### src/rtl/json_string_unescape_utf8_defines.svh
// ============================================================================
// JSON string unescaper - assertion macros
// Shared concurrent assertion forms, reset-qualified on the sync active-low
// reset.
// ============================================================================
`ifndef JSON_STRING_UNESCAPE_UTF8_DEFINES_SVH
`define JSON_STRING_UNESCAPE_UTF8_DEFINES_SVH

// Same-cycle implication
`define JSU_ASSERT_NOW(lbl, clk, rst_n, ante, cons, msg) \
    lbl: assert property (@(posedge clk) disable iff (!(rst_n)) (ante) |-> (cons)) \
        else $error(msg);

// Next-cycle implication
`define JSU_ASSERT_NEXT(lbl, clk, rst_n, ante, cons, msg) \
    lbl: assert property (@(posedge clk) disable iff (!(rst_n)) (ante) |=> (cons)) \
        else $error(msg);

`endif

### src/rtl/jsu_pkg.sv
// ============================================================================
// JSON string unescaper - package
// Request/result types, status codes, burst record and decode helpers.
// ============================================================================
`timescale 1ns / 1ps

package jsu_pkg;

    // Result status codes
    localparam logic [2:0] ST_DATA   = 3'd0;
    localparam logic [2:0] ST_END    = 3'd1;
    localparam logic [2:0] ST_EARLY  = 3'd2;
    localparam logic [2:0] ST_BADHEX = 3'd3;
    localparam logic [2:0] ST_NOLOW  = 3'd4;
    localparam logic [2:0] ST_STRAY  = 3'd5;
    localparam logic [2:0] ST_BADESC = 3'd6;
    localparam logic [2:0] ST_CTRL   = 3'd7;

    // Burst queue sizing
    localparam int QDEPTH = 4;
    localparam int QAW    = $clog2(QDEPTH);
    localparam int QCW    = $clog2(QDEPTH + 1);

    typedef struct packed {
        logic [7:0] in_byte;
        logic       at_end;
    } t_in;

    typedef struct packed {
        logic [7:0] out_byte;
        logic [2:0] status;
        logic       last;
    } t_out;

    // Results caused by one request: up to four bytes, sent from index 0
    typedef struct packed {
        logic [3:0][7:0] data;
        logic [1:0]      cnt_m1;
        logic [2:0]      status;
    } t_burst;

    // Queue status seen by both sides
    typedef struct packed {
        logic empty;
        logic full;
    } t_qstat;

    // Hex digit decode: bit 4 set means not a hex digit
    function automatic logic [4:0] hex_val(input logic [7:0] c);
        logic [4:0] v;
        v = 5'h10;
        if (c >= 8'h30 && c <= 8'h39) v = {1'b0, c[3:0]};
        else if ((c >= 8'h61 && c <= 8'h66) || (c >= 8'h41 && c <= 8'h46))
            v = {1'b0, c[3:0] + 4'd9};
        return v;
    endfunction

endpackage

### src/rtl/jsu_front.sv
// ============================================================================
// JSON string unescaper - front end
// Runs the escape state machine on each accepted byte and, when it gives a
// result, pushes a burst record (one to four results) into the burst queue.
// ============================================================================
`timescale 1ns / 1ps

module jsu_front (
    input  logic           i_clk,
    input  logic           i_rst_n,
    input  logic           i_accept,
    input  jsu_pkg::t_in   i_req,
    output logic           o_push,
    output jsu_pkg::t_burst o_burst
);
    import jsu_pkg::*;

    typedef enum logic [5:0] {
        S_PLAIN   = 6'b000001,
        S_ESC     = 6'b000010,
        S_HEX1    = 6'b000100,
        S_WANT_BS = 6'b001000,
        S_WANT_U  = 6'b010000,
        S_HEX2    = 6'b100000
    } t_phase;

    t_phase      r_phase, n_phase;
    logic [1:0]  r_digit, n_digit;
    logic [15:0] r_first, n_first;
    logic [15:0] r_second, n_second;

    logic [4:0]  w_hex;
    logic [15:0] w_unit1, w_unit2;
    logic [10:0] w_plane;
    logic [20:0] w_cp;
    logic [7:0]  c;

    assign c       = i_req.in_byte;
    assign w_hex   = hex_val(c);
    assign w_unit1 = {r_first[11:0], w_hex[3:0]};
    assign w_unit2 = {r_second[11:0], w_hex[3:0]};
    // 0x10000 + (hi[9:0] << 10 | lo[9:0])
    assign w_plane = {1'b0, r_first[9:0]} + 11'h040;
    assign w_cp    = {w_plane, w_unit2[9:0]};

    // Next state and burst build
    always_comb begin
        n_phase  = r_phase;
        n_digit  = r_digit;
        n_first  = r_first;
        n_second = r_second;
        o_push   = 1'b0;
        o_burst  = '0;
        if (i_accept) begin
            if (i_req.at_end) begin
                o_push         = 1'b1;
                o_burst.status = ST_EARLY;
                n_phase        = S_PLAIN;
            end else begin
                case (r_phase)
                    S_PLAIN: begin
                        if (c == 8'h22) begin
                            o_push         = 1'b1;
                            o_burst.status = ST_END;
                        end else if (c == 8'h5c) begin
                            n_phase = S_ESC;
                        end else if (c < 8'h20 || c == 8'h7f) begin
                            o_push         = 1'b1;
                            o_burst.status = ST_CTRL;
                        end else begin
                            o_push          = 1'b1;
                            o_burst.data[0] = c;
                        end
                    end
                    S_ESC: begin
                        n_phase = S_PLAIN;
                        o_push  = 1'b1;
                        case (c)
                            8'h75: begin
                                o_push  = 1'b0;
                                n_phase = S_HEX1;
                                n_digit = 2'd0;
                            end
                            8'h22, 8'h5c, 8'h2f: o_burst.data[0] = c;
                            8'h62: o_burst.data[0] = 8'h08;
                            8'h66: o_burst.data[0] = 8'h0c;
                            8'h6e: o_burst.data[0] = 8'h0a;
                            8'h72: o_burst.data[0] = 8'h0d;
                            8'h74: o_burst.data[0] = 8'h09;
                            default: o_burst.status = ST_BADESC;
                        endcase
                    end
                    S_HEX1: begin
                        if (w_hex[4]) begin
                            o_push         = 1'b1;
                            o_burst.status = ST_BADHEX;
                            n_phase        = S_PLAIN;
                        end else begin
                            n_first = w_unit1;
                            n_digit = r_digit + 2'd1;
                            if (r_digit == 2'd3) begin
                                n_phase = S_PLAIN;
                                o_push  = 1'b1;
                                if (w_unit1[15:7] == '0) begin
                                    o_burst.data[0] = w_unit1[7:0];
                                end else if (w_unit1[15:11] == '0) begin
                                    o_burst.data[0] = {3'b110, w_unit1[10:6]};
                                    o_burst.data[1] = {2'b10, w_unit1[5:0]};
                                    o_burst.cnt_m1  = 2'd1;
                                end else if (w_unit1[15:10] == 6'b110110) begin
                                    o_push  = 1'b0;
                                    n_phase = S_WANT_BS;
                                end else if (w_unit1[15:10] == 6'b110111) begin
                                    o_burst.status = ST_STRAY;
                                end else begin
                                    o_burst.data[0] = {4'b1110, w_unit1[15:12]};
                                    o_burst.data[1] = {2'b10, w_unit1[11:6]};
                                    o_burst.data[2] = {2'b10, w_unit1[5:0]};
                                    o_burst.cnt_m1  = 2'd2;
                                end
                            end
                        end
                    end
                    S_WANT_BS: begin
                        if (c == 8'h5c) begin
                            n_phase = S_WANT_U;
                        end else begin
                            o_push         = 1'b1;
                            o_burst.status = ST_NOLOW;
                            n_phase        = S_PLAIN;
                        end
                    end
                    S_WANT_U: begin
                        if (c == 8'h75) begin
                            n_phase = S_HEX2;
                            n_digit = 2'd0;
                        end else begin
                            o_push         = 1'b1;
                            o_burst.status = ST_NOLOW;
                            n_phase        = S_PLAIN;
                        end
                    end
                    S_HEX2: begin
                        if (w_hex[4]) begin
                            o_push         = 1'b1;
                            o_burst.status = ST_BADHEX;
                            n_phase        = S_PLAIN;
                        end else begin
                            n_second = w_unit2;
                            n_digit  = r_digit + 2'd1;
                            if (r_digit == 2'd3) begin
                                n_phase = S_PLAIN;
                                o_push  = 1'b1;
                                if (w_unit2[15:10] != 6'b110111) begin
                                    o_burst.status = ST_NOLOW;
                                end else begin
                                    o_burst.data[0] = {5'b11110, w_cp[20:18]};
                                    o_burst.data[1] = {2'b10, w_cp[17:12]};
                                    o_burst.data[2] = {2'b10, w_cp[11:6]};
                                    o_burst.data[3] = {2'b10, w_cp[5:0]};
                                    o_burst.cnt_m1  = 2'd3;
                                end
                            end
                        end
                    end
                    default: n_phase = S_PLAIN;
                endcase
            end
        end
    end

    // Control state
    always_ff @(posedge i_clk) begin
        if (!i_rst_n) begin
            r_phase <= S_PLAIN;
            r_digit <= 2'd0;
        end else begin
            r_phase <= n_phase;
            r_digit <= n_digit;
        end
    end

    // Code unit accumulators
    always_ff @(posedge i_clk) begin
        r_first  <= n_first;
        r_second <= n_second;
    end

endmodule

### src/rtl/jsu_queue.sv
// ============================================================================
// JSON string unescaper - burst queue
// Small register FIFO of burst records between the front and back ends.
// ============================================================================
`timescale 1ns / 1ps

module jsu_queue (
    input  logic            i_clk,
    input  logic            i_rst_n,
    input  logic            i_push,
    input  jsu_pkg::t_burst i_burst,
    input  logic            i_pop,
    output jsu_pkg::t_burst o_head,
    output jsu_pkg::t_qstat o_stat
);
    import jsu_pkg::*;

    t_burst           r_mem [QDEPTH];
    logic [QAW-1:0]   r_wr, r_rd;
    logic [QCW-1:0]   r_cnt, n_cnt;
    logic             w_push, w_pop;

    assign o_stat.empty = (r_cnt == '0);
    assign o_stat.full  = (r_cnt == QCW'(QDEPTH));
    assign w_push       = i_push && !o_stat.full;
    assign w_pop        = i_pop && !o_stat.empty;
    assign o_head       = r_mem[r_rd];

    // Occupancy
    always_comb begin
        n_cnt = r_cnt;
        if (w_push && !w_pop) n_cnt = r_cnt + QCW'(1);
        else if (w_pop && !w_push) n_cnt = r_cnt - QCW'(1);
    end

    // Pointers
    always_ff @(posedge i_clk) begin
        if (!i_rst_n) begin
            r_wr  <= '0;
            r_rd  <= '0;
            r_cnt <= '0;
        end else begin
            if (w_push) r_wr <= r_wr + QAW'(1);
            if (w_pop)  r_rd <= r_rd + QAW'(1);
            r_cnt <= n_cnt;
        end
    end

    // Entry storage
    always_ff @(posedge i_clk) begin
        if (w_push) r_mem[r_wr] <= i_burst;
    end

endmodule

### src/rtl/jsu_back.sv
// ============================================================================
// JSON string unescaper - back end
// Walks the head burst one result per cycle, while the output is taken, into
// the output register and marks the final result of each burst.
// ============================================================================
`timescale 1ns / 1ps

module jsu_back (
    input  logic            i_clk,
    input  logic            i_rst_n,
    input  jsu_pkg::t_burst i_head,
    input  jsu_pkg::t_qstat i_qstat,
    output logic            o_pop,
    output logic            o_valid,
    input  logic            i_ready,
    output jsu_pkg::t_out   o_res
);
    import jsu_pkg::*;

    logic [1:0] r_idx;
    logic       r_valid;
    t_out       r_res, n_res;
    logic       w_load, w_last;

    assign w_load = (!r_valid || i_ready) && !i_qstat.empty;
    assign w_last = (r_idx == i_head.cnt_m1);
    assign o_pop  = w_load && w_last;

    // Next result from the head burst
    always_comb begin
        n_res.out_byte = i_head.data[r_idx];
        n_res.status   = i_head.status;
        n_res.last     = w_last;
    end

    // Control: output valid and position within burst
    always_ff @(posedge i_clk) begin
        if (!i_rst_n) begin
            r_valid <= 1'b0;
            r_idx   <= 2'd0;
        end else begin
            if (w_load) begin
                r_valid <= 1'b1;
                r_idx   <= w_last ? 2'd0 : r_idx + 2'd1;
            end else if (i_ready) begin
                r_valid <= 1'b0;
            end
        end
    end

    // Output payload
    always_ff @(posedge i_clk) begin
        if (w_load) r_res <= n_res;
    end

    assign o_valid = r_valid;
    assign o_res   = r_res;

endmodule

### src/rtl/json_string_unescape_utf8.sv
// ============================================================================
// JSON string unescaper to UTF-8 - top level
// Takes one string-body byte per request (or an end-of-input marker) and
// returns the decoded UTF-8 bytes, then a status result on the closing quote
// or on an error; the final result of each request carries last. A request
// is taken every cycle while the four-entry burst queue has room; the output
// side emits one result per cycle while the result port takes it. A plain
// byte or simple escape gives one result, a \u escape one to three and a
// surrogate pair four, and the queue drain rate on the result port is what
// sets sustained rate during such bursts. Bytes inside an escape produce no
// result. Each result is held in the burst queue and then the output register.
// ============================================================================
`timescale 1ns / 1ps
`include "json_string_unescape_utf8_defines.svh"

module json_string_unescape_utf8 (
    input  logic          i_clk,
    input  logic          i_rst_n,
    input  logic          i_in_valid,
    output logic          o_in_ready,
    input  jsu_pkg::t_in  i_in_data,
    output logic          o_out_valid,
    input  logic          i_out_ready,
    output jsu_pkg::t_out o_out_data
);
    import jsu_pkg::*;

    logic   w_accept, w_push, w_pop;
    t_burst w_burst, w_head;
    t_qstat w_qstat;

    assign o_in_ready = !w_qstat.full;
    assign w_accept   = i_in_valid && o_in_ready;

    // Front end: escape decoding
    jsu_front u_front (
        .i_clk    (i_clk),
        .i_rst_n  (i_rst_n),
        .i_accept (w_accept),
        .i_req    (i_in_data),
        .o_push   (w_push),
        .o_burst  (w_burst)
    );

    // Burst queue
    jsu_queue u_queue (
        .i_clk   (i_clk),
        .i_rst_n (i_rst_n),
        .i_push  (w_push),
        .i_burst (w_burst),
        .i_pop   (w_pop),
        .o_head  (w_head),
        .o_stat  (w_qstat)
    );

    // Back end: result serializer
    jsu_back u_back (
        .i_clk   (i_clk),
        .i_rst_n (i_rst_n),
        .i_head  (w_head),
        .i_qstat (w_qstat),
        .o_pop   (w_pop),
        .o_valid (o_out_valid),
        .i_ready (i_out_ready),
        .o_res   (o_out_data)
    );

    // Checks
    `JSU_ASSERT_NOW(a_err_is_last, i_clk, i_rst_n, o_out_valid && (o_out_data.status != ST_DATA), o_out_data.last, "status result not marked last")
    `JSU_ASSERT_NEXT(a_burst_continues, i_clk, i_rst_n, o_out_valid && !o_out_data.last, o_out_valid, "burst interrupted before last result")
    `JSU_ASSERT_NEXT(a_end_queued, i_clk, i_rst_n, w_accept && i_in_data.at_end, !w_qstat.empty, "end of input produced no queued result")
    `JSU_ASSERT_NOW(a_queue_sane, i_clk, i_rst_n, 1'b1, !(w_qstat.empty && w_qstat.full), "queue both empty and full")

endmodule

### config.mk
export PLATFORM = sky130hd
export DESIGN_NAME = json_string_unescape_utf8
export DESIGN_NICKNAME = d
export VERILOG_FILES = /design/src/rtl/jsu_pkg.sv /design/src/rtl/jsu_front.sv /design/src/rtl/jsu_queue.sv /design/src/rtl/jsu_back.sv /design/src/rtl/json_string_unescape_utf8.sv
export VERILOG_INCLUDE_DIRS = /design/src /design/src/rtl
export SDC_FILE = /design/constraint.sdc
export NUM_CORES = 1
export LEC_CHECK = 0
export BUFFER_PORTS_ARGS = -buffer_cell sky130_fd_sc_hd__buf_2
export CORE_ASPECT_RATIO = 1.2
export CORE_UTILIZATION = 33
export CTS_CLUSTER_DIAMETER = 50
export DETAILED_ROUTE_END_ITERATION = 10
export PLACE_DENSITY_LB_ADDON = 0.25
export SKIP_CTS_REPAIR_TIMING = 1
export SYNTH_ARGS = -nofsm -noshare
export SYNTH_HDL_FRONTEND = slang
export SYNTH_HIERARCHICAL = 1
export SYNTH_SLANG_ARGS = --single-unit
### constraint.sdc
create_clock -name i_clk -period 5 [get_ports i_clk]
set_input_delay 0.25 -clock i_clk [delete_from_list [all_inputs] [get_ports i_clk]]
set_output_delay 0.25 -clock i_clk [all_outputs]
set_load 0.005 [all_outputs]
Word-level counts from Yosys, hierarchy flattened
Memory sizes are Yosys's and may differ from the RTL's. A register that Yosys moved wholly into a read port is not among the register bits.
Index checks and enable logic that the tools add are counted.

storage, ports and cells
  register bits = 54
  output and inout bits = 14
  memories = 1
  input bits = 13
  bits in writable memories = 148
  logic and storage cells = 176

operators by class
  multiplexer cells = 85
  magnitude comparators = 8
  reductions and logical operators = 32
  equality and inequality tests = 28
  $add $sub $neg = 8
  bitwise gates (word level) = 2

memories
  name           depth  width  read ports  clocked after Yosys merged registers in  write ports  RTL line         text
  u_queue.r_mem  4      37     1           1                                        1            jsu_queue.sv:18  t_burst r_mem [QDEPTH];

operator list
  kind                                                                                  count
  29-bit two-way mux                                                                    9
  34-bit two-way mux                                                                    3
  37-bit two-way mux                                                                    2
  8-bit by 7-bit == test with 1-bit output (second input constant)                      8
  6-bit two-way mux                                                                     10
  8-bit two-way mux                                                                     7
  26-bit two-way mux                                                                    2
  8-bit one-hot mux with 6 select lines                                                 1
  3-bit two-way mux                                                                     15
  6-bit one-hot mux with 6 select lines                                                 1
  16-bit one-hot mux with 2 select lines                                                1
  8-bit one-hot mux with 4 select lines                                                 1
  5-bit two-way mux                                                                     4
  6-bit == test (second input constant)                                                 3
  18-bit two-way mux                                                                    1
  3-bit one-hot mux with 6 select lines                                                 1
  8-bit binary-select mux with 2-bit select                                             1
  8-bit by 6-bit == test with 1-bit output (second input constant)                      2
  8-bit by 7-bit greater-or-equal comparator with 1-bit output (second input constant)  2
  8-bit by 7-bit less-or-equal comparator with 1-bit output (second input constant)     2
  1-bit two-way mux                                                                     16
  16-bit two-way mux                                                                    1
  10-bit by 7-bit adder with 11-bit output (second input constant)                      1
  1-bit logical AND                                                                     10
  38 further kinds                                                                      59

Logic depth before layout (Yosys ltp)
Gate-level depths: netlist of the first run.

  depth after elaboration = 21
  depth in mapped cells = 15
  mapped depth without buffers = 14

Modules after synthesis
The synthesis of the first run kept the hierarchy.

modules (own cells, without submodules)
  module                     area an instance (um2)  times used  cells each  sequential area each (um2)
  jsu_queue                  5863.1                  1           241         4624.4
  jsu_front                  2815.2                  1           327         880.8
  jsu_back                   764.5                   1           45          420.4
  json_string_unescape_utf8  10.0                    1           2           0.0

Worst setup path before layout of the first run
No wires, ideal clock.

  path type = register -> register
  from = register u_front.r_phase[4]
  to = memory u_queue/r_mem[0][0] (netlist name) (enable)
  path buffers = 2
  library setup time = 0.398 ns
  data required time = 4.602 ns
  path slack = 1.549 ns
  arrival = 3.053 ns
  period minus slack after synthesis = 3.451 ns
  cell stages (with the launch flop) = 10
  cells stage by stage = dfxtp_1 -> clkbuf_1 -> or4_1 -> or3b_2 -> a21oi_1 -> a21oi_1 -> a31oi_1 -> nor2b_1 -> buf_2 -> and2_1

on the way
  word-level cells in the longest chain between the ends = 8
  elaborated cells between the ends (all ways) = 13
  classes of those cells = eq/ne: 6; mux: 5; reduce/logical: 2

RTL lines
  element                                                                                               RTL line                         text
  start: declaration                                                                                    jsu_front.sv:27                  t_phase r_phase, n_phase;
  start signal: assignment                                                                              jsu_front.sv:178                 r_phase <= n_phase;
  6-bit by 2-bit == test with 1-bit output or 6-bit by 5-bit == test with 1-bit output (tied branches)  jsu_front.sv:60                  case (r_phase)
  2-bit OR reduction (no line)                                                                          --
  1-bit one-hot mux with 5 select lines *                                                               jsu_front.sv:60
  1-bit two-way mux *                                                                                   jsu_front.sv:55                  if (i_req.at_end) begin
  1-bit two-way mux *                                                                                   jsu_front.sv:54                  if (i_accept) begin
  via w_push                                                                                            json_string_unescape_utf8.sv:28  logic w_accept, w_push, w_pop;
  1-bit logical AND *                                                                                   jsu_queue.sv:25                  assign w_push = i_push && !o_stat.full;
  via u_queue.w_push                                                                                    jsu_queue.sv:21                  logic w_push, w_pop;
  1-bit two-way mux *                                                                                   jsu_queue.sv:51                  if (w_push) r_mem[r_wr] <= i_burst;
  1-bit two-way mux (implied by the code) *                                                             jsu_queue.sv:51
  end: declaration                                                                                      jsu_queue.sv:18

The timed path passes the listed nets; every way through them passes the cells marked *.

Final worst setup path of the first run
  from = register u_front.r_phase[4]
  to = register u_queue.r_cnt[2]

on the way
  word-level cells in the longest chain between the ends = 9
  elaborated cells between the ends (all ways) = 16
  classes of those cells = eq/ne: 6; mux: 4; reduce/logical: 6

RTL lines
  element                                                                                               RTL line                         text
  6-bit by 2-bit == test with 1-bit output or 6-bit by 5-bit == test with 1-bit output (tied branches)  jsu_front.sv:60
  2-bit OR reduction (no line)                                                                          --
  1-bit one-hot mux with 5 select lines *                                                               jsu_front.sv:60
  1-bit two-way mux *                                                                                   jsu_front.sv:55
  1-bit two-way mux *                                                                                   jsu_front.sv:54
  via w_push                                                                                            json_string_unescape_utf8.sv:28
  1-bit logical AND *                                                                                   jsu_queue.sv:25
  1-bit logical NOT                                                                                     jsu_queue.sv:33                  else if (w_pop && !w_push) n_cnt = r_cnt - QCW'(1);
  1-bit logical AND                                                                                     jsu_queue.sv:33
  2-bit nonzero test (no line)                                                                          --
  end signal: assignment                                                                                jsu_queue.sv:45                  r_cnt <= n_cnt;
  end: declaration                                                                                      jsu_queue.sv:20                  logic [QCW-1:0] r_cnt, n_cnt;

Marked as above.
A chain may end at the register's enable or synchronous reset.

==> results_dict.tcl, run 1 <==
set metrics [dict create \
    status "completed" \
    sw_frac_of_total_pct 26.14 \
    gp_congestion 0.8882 \
    clock_sinks 204 \
    io_buffer_count 26 \
    drcViolationCount 0 \
    vias 5455 \
    setup_tns_ns 0 \
    cp_max_fo 11 \
    nets 669 \
    arrival_ns 4.21 \
    num_antenna_cells 0 \
    final-setup-viol-count 0 \
    core_area_um2 28080 \
    p_leak_uw 0.003450 \
    reg2reg_slack_ns 1.20 \
    antenna_found_initial 0 \
    wirelength_um 21460 \
    period_needed_ns 3.795 \
    finalMaxSlewViolations 0 \
    netlist_area_um2 9453 \
    synth_compound_area_share_pct 9.517 \
    firstDrtPassIters 4 \
    cts_tree "built" \
    synth_adder_area_share_pct 1.800 \
    combPwrFrac_pct 18.8 \
    h-tree-depth 1 \
    netlist_top_cells_area "edfxtp_1 58%, mux4_2 9.5%, dfxtp_1 4.2%" \
    first_iter_violations 359 \
    yosys.area_share.xor_xnor_pct 1.019 \
    yosysSeqAreaShare_pct 62.69 \
    synth.avg_cell_area_um2 15.37 \
    die_h_um 187.4 \
    fp-row-count 67 \
    synth_top_family_by_area "multiplexers" \
    synthSimpleGateAreaFrac_pct 10.44 \
    clkLatencyLatePin_ns 0.50 \
    switchingPower_uw 1286 \
    placed_cell_area_um2 9903 \
    drive_gt1_share_pct 20.91 \
    fin_util_pct 38.08 \
    clockBufferDepth 3 \
    wl_per_cell_um 20.66 \
    cts-root-buf "clkbuf_16" \
    grt.overflow.total 0 \
    drv_cap 0 \
    clock_power_share_pct 34.8 \
    final_area_um2 10690 \
    grt_max_degree 38 \
    worstMarginPinSlew_ns 1.073 \
    p_int_uw 3634 \
    slew_headroom_pct 27.50 \
    num_io_pins 27 \
    track_usage_pct 14.89 \
    area_growth_pct 13.12 \
    ys_warn_count 6 \
    grt_pass1_wl_um 33170 \
    via_per_inst 5.250 \
    clock.fmax_ghz 0.2635 \
    drtAntennaViolNets 0 \
    min_path_type "in -> reg" \
    final_cells 1039 \
    irDropWorstVdd_uv 213.9 \
    synth_top_area_share_pct 58.45 \
    ys_types 85 \
    synth_edf_count 184 \
    crit_path_start_kind "register" \
    worst-setup-path-type "reg -> reg" \
    timing_hold_violations_final 0 \
    synthMuxAreaShare_pct 11.45 \
    finalCritPeriodShare_pct 75.90 \
    synth_commonest_cells "184 x edfxtp_1, 40 x mux4_2, 28 x nand2_1, 28 x o21ai_0, 24 x nor2_1" \
    powerDensity_nw_per_um2 460.1 \
    pwr-share-seq_pct 46.3 \
    fin_worst_skew_ns 0.01150 \
    clk_pin_slew_ns 0.06 \
    dp.cells 997 \
    end_kind "register" \
    ys.flop_type "edfxtp_1" \
    rsz0062_at_grt "false" \
    synthCells 615 \
    synth_largest_area_cell "edfxtp_1" \
    post-dp-hpwl_um 14680 \
    synth-async-reset-ratio_pct 0 \
    synth.most_common_cell "edfxtp_1" \
    synth-seq-cells 204 \
    critPathRequiredTime_ns 5.42 \
    dieArea_um2 29330 \
    numCtsBuffers 23 \
    die_x_um 156.5 \
    start_util_pct 33.66 \
    grt_pass1_vias 5571 \
]
==> critical path: stages, from the launching register on <==
cell	delay, ns
dfxtp_1	0.42
or4_1	0.58
or3b_2	0.50
a21oi_1	0.20
a21oi_1	0.06
a31oi_1	0.19
nor2b_1	0.43
ha_1	0.26
inv_1	0.06
fa_1	0.37
xor2_1	0.18
or3_1	0.30
a21boi_0	0.18
==> power by group through the flow <==
stage               registers, uW  clock network (uW)  logic [uW]
finish                       2280                1710         926
global placement             2310                   0         947
global route                 2310                1830        1020
floorplan                    2260                   0         739
detailed placement           2320                   0         955
CTS                          2290                1760         957
==> layout make-up <==
cell class                 count  area [um^2]
fill                        2618        17390
sequential                   204         5927
multi-input combinational    364         3252
clock buffer                  26        606.8
tap                          379        474.2
timing repair buffer          34        190.2
clock inverter                16        182.7
inverter                      16        60.06
==> per-stage QoR <==
step                      setup WS, ns  power [uW]  hold WS, ns
final                            1.205        4920       0.1231
after detailed placement         1.186        3280       0.4303
after global placement           1.318        3258       0.4328
after floorplan                  1.549        3001       0.3678
after CTS                        1.164        5006       0.1252
after global routing            0.9541        5157       0.1571
==> flip-flops by register name, indices dropped and copies added, names as in the netlist, named ones only <==
signal / count
u_back/o_res: 12
u_back/o_valid: 1
u_back/r_idx: 2
u_front/r_digit: 2
u_front/r_first: 12
u_front/r_phase: 6
u_front/r_second: 12
u_queue/r_cnt: 3
u_queue/r_mem: 148
u_queue/r_rd: 2
u_queue/r_wr: 2
==> kinds of logic (layout without fill, tap and decap cells) <==
| group | after synthesis | after routing |
|---|---|---|
| other | 1 | 3 |
| adder cells (fa/ha/maj) | 13 | 13 |
| multiplexers | 50 | 50 |
| AND/OR/NAND/NOR | 165 | 165 |
| buffers and inverters | 49 | 92 |
| XOR/XNOR | 11 | 11 |
| AO/OA/AOI/OAI | 122 | 122 |
| flip-flops | 204 | 204 |
==> layer usage <==
layer / up-vias / track usage (%) / wire length [um]
met5: - / 0 / 0
met4: 0 / 4.148 / 428
met3: 34 / 1.738 / 703
met2: 122 / 26.15 / 11070
met1: 2768 / 19.24 / 9266
li1: 2531 / - / -
==> cell usage in the layout (no fill, tap or decap), drive strengths merged, types with 12 or more instances in the layout <==
cell / n
o21ai: 28
dfxtp: 20
ha: 12
and2: 19
edfxtp: 184
a21oi: 21
mux4: 45
nor2: 24
inv: 19
nand3: 14
buf: 34
clkbuf: 26
nand2: 28
nor3: 15
==> worst paths after layout <==
kind | start | cells after the start | endpoint
setup reg to reg | u_front/r_phase[4] | 12 | u_queue/r_cnt[2]
hold / removal | i_rst_n | 2 | u_back/o_valid
setup / recovery | u_front/r_phase[4] | 12 | u_queue/r_cnt[2]
hold reg to reg | u_front/r_second[7] | 0 | u_front/r_second[11]
Note: power is estimated with default switching activity, not from simulation.
==> run 2, diff against run 1 <==
--- a/config.mk
+++ b/config.mk
@@ -6,6 +6,7 @@
 export SDC_FILE = /design/constraint.sdc
 export NUM_CORES = 1
 export LEC_CHECK = 0
+export ABC_AREA = 1
 export BUFFER_PORTS_ARGS = -buffer_cell sky130_fd_sc_hd__buf_2
 export CORE_ASPECT_RATIO = 1.2
 export CORE_UTILIZATION = 33
==> constraint.sdc (replaced) <==
create_clock -name i_clk -period 3.36 [get_ports i_clk]
set_input_delay 0.168 -clock i_clk [delete_from_list [all_inputs] [get_ports i_clk]]
set_output_delay 0.168 -clock i_clk [all_outputs]
set_load 0.005 [all_outputs]
==> run 2 against run 1 <==
First-iteration DRC count increased by 27%. Area after synthesis increased by 1.6%. Fmax increased by 38%. Non-clock buffer count increased by 8. Sequential cell count unchanged. Combinational power increased by 86%. Cell count increased by 34%. Clock-buffer cell count increased by 3. Via count increased by 24%. Core utilization increased by 0.099 points. Setup slack got worse by 0.59 ns. Sequential share of layout area decreased by 1.3 points.
==> results_dict.tcl, run 2 <==
set metrics [dict create \
    status "completed" \
    switchingPower_uw 2309 \
    yosysSeqAreaShare_pct 61.69 \
    nets 1014 \
    drcViolationCount 0 \
    wl_per_cell_um 16.64 \
    p_leak_uw 0.004223 \
    grt_pass1_wl_um 36430 \
    wl_met3_um 1019 \
    clk_pin_slew_ns 0.05 \
    vias 6760 \
    met1Wirelength_um 10450 \
    track_usage_pct 15.94 \
    drtAntennaViolNets 0 \
    fin_worst_skew_ns 0.01869 \
    grt_max_degree 71 \
    via_per_inst 4.863 \
    synth_top_area_share_pct 57.52 \
    final-setup-viol-count 0 \
    num_antenna_cells 0 \
    netlist_area_um2 9605 \
    fill_cells 2829 \
    cts-root-buf "clkbuf_16" \
    rsz0062_at_grt "false" \
    numCtsBuffers 25 \
    hold_start "i_rst_n" \
    ys_warn_count 6 \
    synth.most_common_cell "edfxtp_1" \
    reg2reg_slack_ns 0.62 \
    firstDrtPassIters 5 \
    die_h_um 188.9 \
    gp_congestion 0.9046 \
    post-dp-hpwl_um 15210 \
    die_x_um 157.7 \
    final_area_um2 10950 \
    synth_largest_area_cell "edfxtp_1" \
    wirelength_um 23130 \
    worstMarginPinSlew_ns 0.7950 \
    synth_commonest_cells "184 x edfxtp_1, 168 x nor2_1, 137 x nand2_1" \
    clockBufferDepth 3 \
    worst-setup-path-type "reg -> reg" \
    cts_tree "built" \
    fin_util_pct 38.17 \
    powerDensity_nw_per_um2 693.3 \
    area_growth_pct 13.95 \
    io_buffer_count 26 \
    r2r_start "u_front/r_phase[1]" \
    clock_sinks 204 \
    finalCritPeriodShare_pct 81.56 \
    period_needed_ns 2.740 \
    dieArea_um2 29800 \
    final_common_cell "edfxtp_1" \
    timing_hold_violations_final 0 \
    pwr-share-seq_pct 44.0 \
    slowest_delay_ns 0.37 \
    largest_reg_flops 148 \
    synth-seq-cells 204 \
    p_int_uw 5280 \
    end_kind "register" \
    fp-row-count 68 \
    cp_max_fo 7 \
    dp.cells 1346 \
    critPathSlowestCell "fa_1" \
    sw_frac_of_total_pct 30.43 \
    h-tree-depth 1 \
    num_io_pins 27 \
    worstPathCellList "nor2_2, inv_2, nor2_1, nand2_1, nand2_4, nand2_2, nand2_1, inv_2, a31oi_1, nand2_1, inv_1, ha_1, inv_1, fa_1, inv_1, nand2_1, nand3_1, nand2_1, nand2_1, nor2_1" \
    slew_headroom_pct 47.00 \
    ys_types 43 \
    synth_edf_count 184 \
    crit_path_start_kind "register" \
    dr.max_layer_used "met4" \
    arrival_ns 3.15 \
    antenna_found_initial 0 \
    start_util_pct 33.50 \
    combPwrFrac_pct 22.7 \
    most-common-layout-cells "184 x edfxtp_1, 164 x nor2_1, 137 x nand2_1, 83 x inv_1, 70 x o21ai_0" \
    clkLatencyLatePin_ns 0.52 \
    setup_tns_ns 0 \
    clock.fmax_ghz 0.3649 \
    top_register "u_queue/r_mem" \
    finalMaxSlewViolations 0 \
    grt.overflow.total 0 \
    grt_pass1_vias 6671 \
    placed_cell_area_um2 10170 \
    critPathRequiredTime_ns 3.77 \
    irDropWorstVdd_uv 304.8 \
    clock_power_share_pct 33.3 \
    ys.flop_type "edfxtp_1" \
    final_cells 1390 \
    dr_wl_met2_um 11120 \
    core_area_um2 28670 \
    drv_cap 0 \
    regArea_um2 5927 \
    critPathMostFrequentCell "nand2_1" \
    synth-async-reset-ratio_pct 0 \
    min_path_type "in -> reg" \
    netlist_top_cells_area "edfxtp_1 58%, nor2_1 6.6%, nand2_1 5.4%" \
    setup.worst_path.start "u_front/r_phase[1]" \
    first_iter_violations 455 \
    synth.avg_cell_area_um2 10.10 \
    drive_gt1_share_pct 13.03 \
    multi_input_area_um2 3092 \
    synthCells 951 \
]
run 2: layer usage:
metal  up-vias  track usage (%)
met1      3221            20.99
met4         0            4.742
met5         -                0
li1       3346                -
met2       152            27.04
met3        41            2.174
run 2: cells by family (layout without fill, tap and decap cells):
| family | count (synthesis) | count (layout) | synth area share, % |
|---|---|---|---|
| buf+inv | 130 | 182 | 6.513 |
| simple gates | 416 | 416 | 19.08 |
| other cells | 1 | 3 | 0.03904 |
| fa+ha+maj | 13 | 13 | 1.771 |
| xor+xnor | 4 | 4 | 0.3648 |
| flops | 204 | 204 | 61.69 |
| compound gates | 183 | 183 | 10.54 |
run 2: cell type report:
class | instances | area share, %
sequential | 204 | 54.15
clock inverter | 15 | 1.257
clock buffer | 29 | 5.853
timing repair buffer | 42 | 2.743
inverter | 96 | 3.349
tap | 385 | 4.401
multi-input combinational | 619 | 28.25
run 2: metrics by stage:
stage	total power [uW]	hold WS, ns	worst slack [ns]
after floorplan	4595	0.2884	-0.1573
after global placement	5125	0.4258	0.4033
after detailed placement	5135	0.4285	0.3500
after CTS	7685	-0.002851	0.6172
after global routing	8018	0.01883	0.2740
final	7589	0.01218	0.6197
run 2: critical path: cells and delay by family, from the launching register on:
kind,cells,cell delay (ns)
adder cells (fa/ha/maj),2,0.55
flip-flops,1,0.35
buffers and inverters,5,0.34
AND/OR/NAND/NOR,12,1.14
AO/OA/AOI/OAI,1,0.26
run 2: final timing paths:
check | to | cells after the start
worst min register to register | u_front/r_second[5] | 0
worst min-delay path | u_front/r_phase[0] | 2
worst max-delay path | u_queue/r_cnt[2] | 20
worst max register to register | u_queue/r_cnt[2] | 20
run 2: power by group through the flow:
stage          registers, uW  logic, uW  clock network (uW)
2_1_floorplan           3390       1200                   0
3_3_place_gp            3390       1740                   0
3_5_place_dp            3390       1740                   0
4_1_cts                 3340       1750                2600
5_1_grt                 3380       1950                2690
6_report                3340       1720                2530
==> run 3, diff against run 2 <==
==> constraint.sdc (replaced) <==
create_clock -name i_clk -period 2.74 [get_ports i_clk]
set_input_delay 0.137 -clock i_clk [delete_from_list [all_inputs] [get_ports i_clk]]
set_output_delay 0.137 -clock i_clk [all_outputs]
set_load 0.005 [all_outputs]
==> run 3 against run 2 <==
Fmax rose by 10%. Clock skew shrank 0.0088 ns. Sequential cell count unchanged. Critical endpoint unchanged. Highest routed layer unchanged.
==> results_dict.tcl, run 3 (synthesized netlist as in run 2, its figures left out) <==
set metrics [dict create \
    clock.fmax_ghz 0.4015 \
    core_area_um2 28670 \
    grt_pass1_vias 6777 \
    slew_headroom_pct 53.58 \
    cts_tree "built" \
    fin_util_pct 38.79 \
    final-setup-viol-count 0 \
    firstDrtPassIters 5 \
    setup.worst_path.start "u_front/r_phase[1]" \
    clock_sinks 204 \
    top_register "u_queue/r_mem" \
    dr.max_layer_used "met4" \
    hold_start "i_rst_n" \
    final_common_cell "edfxtp_1" \
    crit_path_start_kind "register" \
    num_io_pins 27 \
    largest_reg_flops 148 \
    cts-root-buf "clkbuf_16" \
    drive_gt1_share_pct 16.00 \
    first_iter_violations 431 \
    die_x_um 157.7 \
    worstMarginPinSlew_ns 0.6890 \
    period_needed_ns 2.491 \
    finalCritPeriodShare_pct 90.90 \
    irDropWorstVdd_uv 437.7 \
    drv_cap 0 \
    antenna_found_initial 0 \
    post-dp-hpwl_um 15710 \
    clockBufferDepth 3 \
    fp-row-count 68 \
    start_util_pct 33.50 \
    regArea_um2 5928 \
    vias 6862 \
    clkLatencyLatePin_ns 0.49 \
    fill_cells 2829 \
    powerDensity_nw_per_um2 811.7 \
    track_usage_pct 15.90 \
    fin_worst_skew_ns 0.009884 \
    r2r_start "u_front/r_phase[1]" \
    grt_pass1_wl_um 36480 \
    dp_slack_ns -0.03519 \
    grt_max_degree 61 \
    p_leak_uw 0.004320 \
    wirelength_um 22870 \
    worst-setup-path-type "reg -> reg" \
    finalMaxSlewViolations 0 \
    wl_per_cell_um 16.15 \
    critPathRequiredTime_ns 3.13 \
    via_per_inst 4.846 \
    most-common-layout-cells "184 x edfxtp_1, 163 x nor2_1, 133 x nand2_1, 82 x inv_1, 70 x o21ai_0" \
    clk_pin_slew_ns 0.05 \
    cp_max_fo 3 \
    numCtsBuffers 23 \
    drcViolationCount 0 \
    wl_met3_um 849 \
    io_buffer_count 26 \
    multi_input_area_um2 3151 \
    die_h_um 188.9 \
    met1Wirelength_um 10110 \
    timing_hold_violations_final 0 \
    h-tree-depth 1 \
    drtAntennaViolNets 0 \
    grt.overflow.total 0 \
    end_kind "register" \
    placed_cell_area_um2 10390 \
    dieArea_um2 29800 \
    area_growth_pct 15.80 \
    arrival_ns 2.88 \
    min_path_type "in -> reg" \
    dr_wl_met2_um 11360 \
    status "completed" \
    setup_ws_ns 0.2494 \
    setup_tns_ns 0 \
    final_area_um2 11120 \
    gp_congestion 0.9223 \
    nets 1043 \
    num_antenna_cells 0 \
]
run 3: changes by cell type in the layout (fill, tap and decap cells not counted), sizes merged:
cell	delta
buf	+31
bufinv	-2
clkbuf	+2
clkinv	-2
inv	-2
clkinvlp	-1
run 3: stage by stage:
stage	hold slack [ns]	cells	power, uW
floorplan	0.2574	953	5636
global placement	0.4341	1376	6368
detailed placement	0.4347	1376	6383
CTS	0.003534	1415	9093
global route	0.01647	1416	9554
finish	0.02377	1416	9029
run 3: where the power goes:
group | switching (uW) | internal, uW
clock network | 1120 | 1570
logic | 1510 | 754
registers | 144 | 3940
total | 2770 | 6260
run 3: layer usage:
metal / vias up / GRT usage, %
met2: 134 / 27.77
met3: 40 / 1.991
li1: 3400 / -
met1: 3288 / 20.41
met4: 0 / 4.668
met5: - / 0
run 3: final timing paths:
| path | endpoint | slack [ns] | depth (start not counted) |
|---|---|---|---|
| setup / recovery | u_queue/r_cnt[2] | 0.25 | 20 |
| hold / removal | u_front/r_phase[0] | 0.02 | 2 |
| setup reg to reg | u_queue/r_cnt[2] | 0.25 | 20 |
| hold reg to reg | u_front/r_second[11] | 0.45 | 0 |
run 3: worst max-delay path: stages, from the launching register on:
cell and delay [ns]:
dfxtp_1 0.33, nor2_4 0.14, inv_2 0.06, nor2_4 0.11, nand3_1 0.10, nand2_2 0.11, nand2_1 0.06, nand2_1 0.10
inv_2 0.06, a31oi_4 0.19, nand2_2 0.08, inv_2 0.07, ha_1 0.17, inv_1 0.07, fa_1 0.38, inv_1 0.06
nand2_1 0.05, nand3_1 0.09, nand2_1 0.06, nand2_1 0.05, nor2_1 0.04
run 3: layout make-up:
| type | count | area share [%] |
|---|---|---|
| sequential | 204 | 53.30 |
| multi-input combinational | 619 | 28.32 |
| clock buffer | 31 | 5.534 |
| timing repair buffer | 73 | 4.792 |
| tap | 385 | 4.331 |
| inverter | 96 | 3.296 |
| clock inverter | 8 | 0.4274 |
